<file path="src/mcra_ram.sv">
// Generic single-port-write, single-port-read synchronous RAM.
// Read data is registered and updates only on a read enable.
// No dependencies.
module mcra_ram #(
    parameter int WIDTH = 8,
    parameter int DEPTH = 16
) (
    input  logic                                  i_clk,
    input  logic                                  i_we,
    input  logic [(DEPTH > 1 ? $clog2(DEPTH) : 1)-1:0] i_waddr,
    input  logic [WIDTH-1:0]                      i_wdata,
    input  logic                                  i_re,
    input  logic [(DEPTH > 1 ? $clog2(DEPTH) : 1)-1:0] i_raddr,
    output logic [WIDTH-1:0]                      o_rdata
);

    logic [WIDTH-1:0] r_mem [DEPTH];
    logic [WIDTH-1:0] r_rdata;

    // Write port.
    always_ff @(posedge i_clk) begin
        if (i_we) begin
            r_mem[i_waddr] <= i_wdata;
        end
    end

    // Registered read port; old data is returned on a same-cycle write.
    always_ff @(posedge i_clk) begin
        if (i_re) begin
            r_rdata <= r_mem[i_raddr];
        end
    end

    assign o_rdata = r_rdata;

endmodule

</file>
<file path="config.mk">
export PLATFORM = sky130hd
export DESIGN_NAME = mcra_ram
export DESIGN_NICKNAME = d
export VERILOG_FILES = /design/src/mcra_ram.sv
export SDC_FILE = /design/constraint.sdc
export NUM_CORES = 1
export LEC_CHECK = 0
export BUFFER_PORTS_ARGS = -buffer_cell sky130_fd_sc_hd__buf_2
export CORE_ASPECT_RATIO = 1.75
export CORE_MARGIN = 4
export CORE_UTILIZATION = 54
export DETAILED_ROUTE_END_ITERATION = 12
export PLACE_DENSITY_LB_ADDON = 0.08
export SYNTH_ARGS = -nofsm -noshare
export SYNTH_HDL_FRONTEND = slang
export SYNTH_SLANG_ARGS = --single-unit
export TNS_END_PERCENT = 10
</file>
<file path="constraint.sdc">
create_clock -name i_clk -period 3.4 [get_ports i_clk]
set_input_delay 0.68 -clock i_clk [delete_from_list [all_inputs] [get_ports i_clk]]
set_output_delay 0.68 -clock i_clk [all_outputs]
set_load 0.02 [all_outputs]
</file>
==> results by group <==
Outcome
  • Status: completed

Placement
  • Cell Area, Placed: 0.00548 mm2
  • Placer Congestion: 0.801
  • HPWL Detailed: ~6.2 mm
  • # port buffers: 26

Clock tree
  • H-Tree Depth: 4
  • Gates resized, CTS repair: 0
  • Total CTS buffers: 17
  • Clk sinks: 136
  • Clk root buf: clkbuf_16
  • Clock Latency Late Sink: a little over 0.4 ns
  • Clock slew at reported path FFs: 0.06 ns
  • CTS tree: yes
  • Setup Fix Bufs, Post-CTS: 0
  • CTS Buffer Depth: 2
  • Hold-fix buffers, CTS: 0

Global route
  • Antenna violations before repair: 0
  • All-layer global routing usage: 18.6%
  • First-pass GRT wire length: 14.5 mm
  • Total global routing overflow: 0
  • Number of global-route vias before repair: 2555
  • Largest net degree at the start of global routing: 33

Synthesis
  • Yosys cell types: 18
  • Simple logic cell fraction of the synthesized area: 3.14%
  • Synth top area share: 78.1%
  • Synth area leader: edfxtp_1
  • Yosys warning count: 0
  • Avg Inst Size Synth: 22.8 um2
  • Mux cell area share after synthesis: 14.8%
  • Synthesized area: between 0.005 and 0.006 mm2
  • Synthesis-stage register bit count: 136
  • Seq/Total Area, Yosys: 78.1%
  • Largest family of logic cells by synthesized area: multiplexers
  • Synth Area in XOR/XNOR: 0%
  • Post-Synth Adder-Cell Area: 0%
  • Syn_nets: 248
  • Cell count after synthesis: around 230
  • Synth top area cells: edfxtp_1 78%, mux4_2 7.8%, mux4_1 7.0%, a22oi_1 2.3%, nor2_1 0.93%
  • Post-synthesis compound-gate area fraction: 2.30%

Cells and area
  • Ant diodes: 0
  • P&R area growth vs syn: 16.1%
  • Fillcell total: 640
  • Share of post-route cells with drive strength above 1: approximately 28%
  • Nets: a little under 300
  • Fin area: 0.00607 mm2

Route
  • Residual DRC count: 0
  • Average via count per standard cell: 5.81
  • DR vias: 2355
  • Initial DRC count: 170
  • Routed Wire Length: 9.36 mm
  • Wire per inst: 23.1 um
  • ANT nets after route: 0
  • Pre-Repair DR Iteration Count: 4

Critical path
  • CP max FO: 20
  • FF-to-FF Start: r_mem[1][2]
  • CP Capture Type: flip-flop
  • Setup crit end: o_rdata[1]
  • CP peak stage delay: 0.57 ns
  • Slowest library cell on the worst path: mux4_1
  • Crit path from: i_raddr[0]
  • Reg2reg end: o_rdata[2]
  • Reg-to-reg setup timing slack: approximately 1.9 ns
  • Worst path cell trace: buf_2, buf_12, mux4_1, a22oi_1, nand2_1
  • CP Class: in -> reg
  • Worst Setup Start Kind: primary input
  • Cells on worst reg2reg path: 3
  • Crit path arrival time: 2.21 ns
  • CP required: 3.55 ns

Power
  • Power Dens Cells: 635 mW/mm2
  • Switching power share of the total: 19.7%
  • P_int: a little over 3 mW
  • LEAKAGE: slightly above 2 nW
  • Part of the power in the clock network: a little under half
  • Worst vdd ir: 0.626 mV
  • P_sw: 758 uW
  • Sequential power share: 49.3%
  • Logic gate share of total power: 4.4%

Floorplan
  • Rows: between 40 and 50
  • Initial core utilization: 55.2%
  • Die Height: 138 um
  • DIE AREA: 0.0114 mm2
  • Core Area: 0.00947 mm2
  • # IOs: 27
  • Die width: 82.4 um

STA
  • Final Hold Fails: 0
  • Pin slew with the least headroom to its limit: roughly 0.95 ns
  • Clock skew: ~0.0053 ns
  • Final period util: roughly three fifths
  • Slew headroom: 36.2%
  • Fin. max-slew vios: 0
  • Fmax achieved: 0.485 GHz
  • RSZ-0062 raised after global routing: false
  • Final Critical Period: 2.06 ns
  • Final setup fails: 0
  • Setup TNS: 0 ns

Job
  • Max-cap violations: 0

Worst hold path
  • Worst Hold Class: in -> reg
## metrics by stage
stage	total power, mW	util (%)	hold slack (ns)	setup slack (ns)	cells
finish	3.85	64.1	0.644	1.34	405
global route	3.98	64.1	0.628	1.24	405
CTS	3.88	64.1	0.635	1.33	405
detailed placement	2.11	57.9	0.749	0.909	373
global placement	2.10	57.9	0.739	0.917	373
floorplan	2.04	-	0.705	1.23	229
## power by group through the flow
stage,registers (mW),clock network [mW],logic (mW)
after floorplan,1.94,0,0.0953
after global placement,1.93,0,0.170
after detailed placement,1.93,0,0.173
after CTS,1.90,1.80,0.173
after global routing,1.90,1.89,0.187
final,1.90,1.78,0.170
## synth_stat cells
cell type	instances
a22oi_1	16
and2_1	1
and2b_1	1
buf_2	3
buf_4	1
buf_6	3
clkdlybuf4s25_2	3
edfxtp_1	136
mux4_1	14
mux4_2	18
nand2_1	9
nand2b_1	2
nand3_1	1
nand3b_1	2
nor2_1	13
nor2b_1	1
nor3_1	4
or3b_2	1
## state kept, by name, indices dropped and copies added, names as in the netlist
signal and cells:
o_rdata 8, r_mem 128
## cell usage in the layout, fill, tap and decap left out, types with 2 or more instances in the layout
master      Yosys  layout
a22oi_1        16      16
buf_2           3      26
buf_4           1       5
bufinv_16       0       3
clkbuf_16       0      17
clkinv_1        0       3
clkinv_2        0       4
clkinvlp_4      0       4
edfxtp_1      136     136
mux4_1         14      14
mux4_2         18      18
nand2_1         9       9
nand2b_1        2       2
nand3b_1        2       2
nor2_1         13      13
nor3_1          4       4
## critical path: cells and delay by family
kind	cells	cell delay [ns]
AOI/OAI and AO/OA	1	0.22
muxes	1	0.57
buffers and inverters	2	0.64
and+or+nand+nor	1	0.08
## cell type report
class	count	area, um2	share of cell area (%)
clock inverters	15	160	2.64
multi-input cells	83	1060	17.4
repair buffers	32	188	3.09
well taps	122	153	2.52
flip-flops and latches	136	4080	67.3
clock buffers	17	425	7.01
## metal layers
layer	part of all wire (%)	track usage (%)	up-vias
li1	-	-	1062
met3	4.1	5.73	13
met1	39	23.8	1216
met2	55	29.9	64
met4	1.4	6.04	0
met5	0	0	-
## how the worst min path moves through the flow
| stage | start | to | slack [ns] | cells after the start |
|---|---|---|---|---|
| after floorplan | r_mem[7][0] | o_rdata[0] | 0.70 | 3 |
| after global placement | r_mem[8][3] | o_rdata[3] | 0.74 | 3 |
| after detailed placement | r_mem[8][2] | o_rdata[2] | 0.75 | 3 |
| after CTS | i_re | o_rdata[5] | 0.63 | 1 |
| after global routing | i_re | o_rdata[0] | 0.63 | 1 |
| final | i_re | o_rdata[4] | 0.64 | 1 |
## kinds of logic after synthesis
| kind of cell | count (synthesis) |
|---|---|
| muxes | 32 |
| AOI/OAI and AO/OA | 16 |
| and+or+nand+nor | 35 |
| buffers and inverters | 10 |
| DFF | 136 |
(Power assumes the default switching activity.)
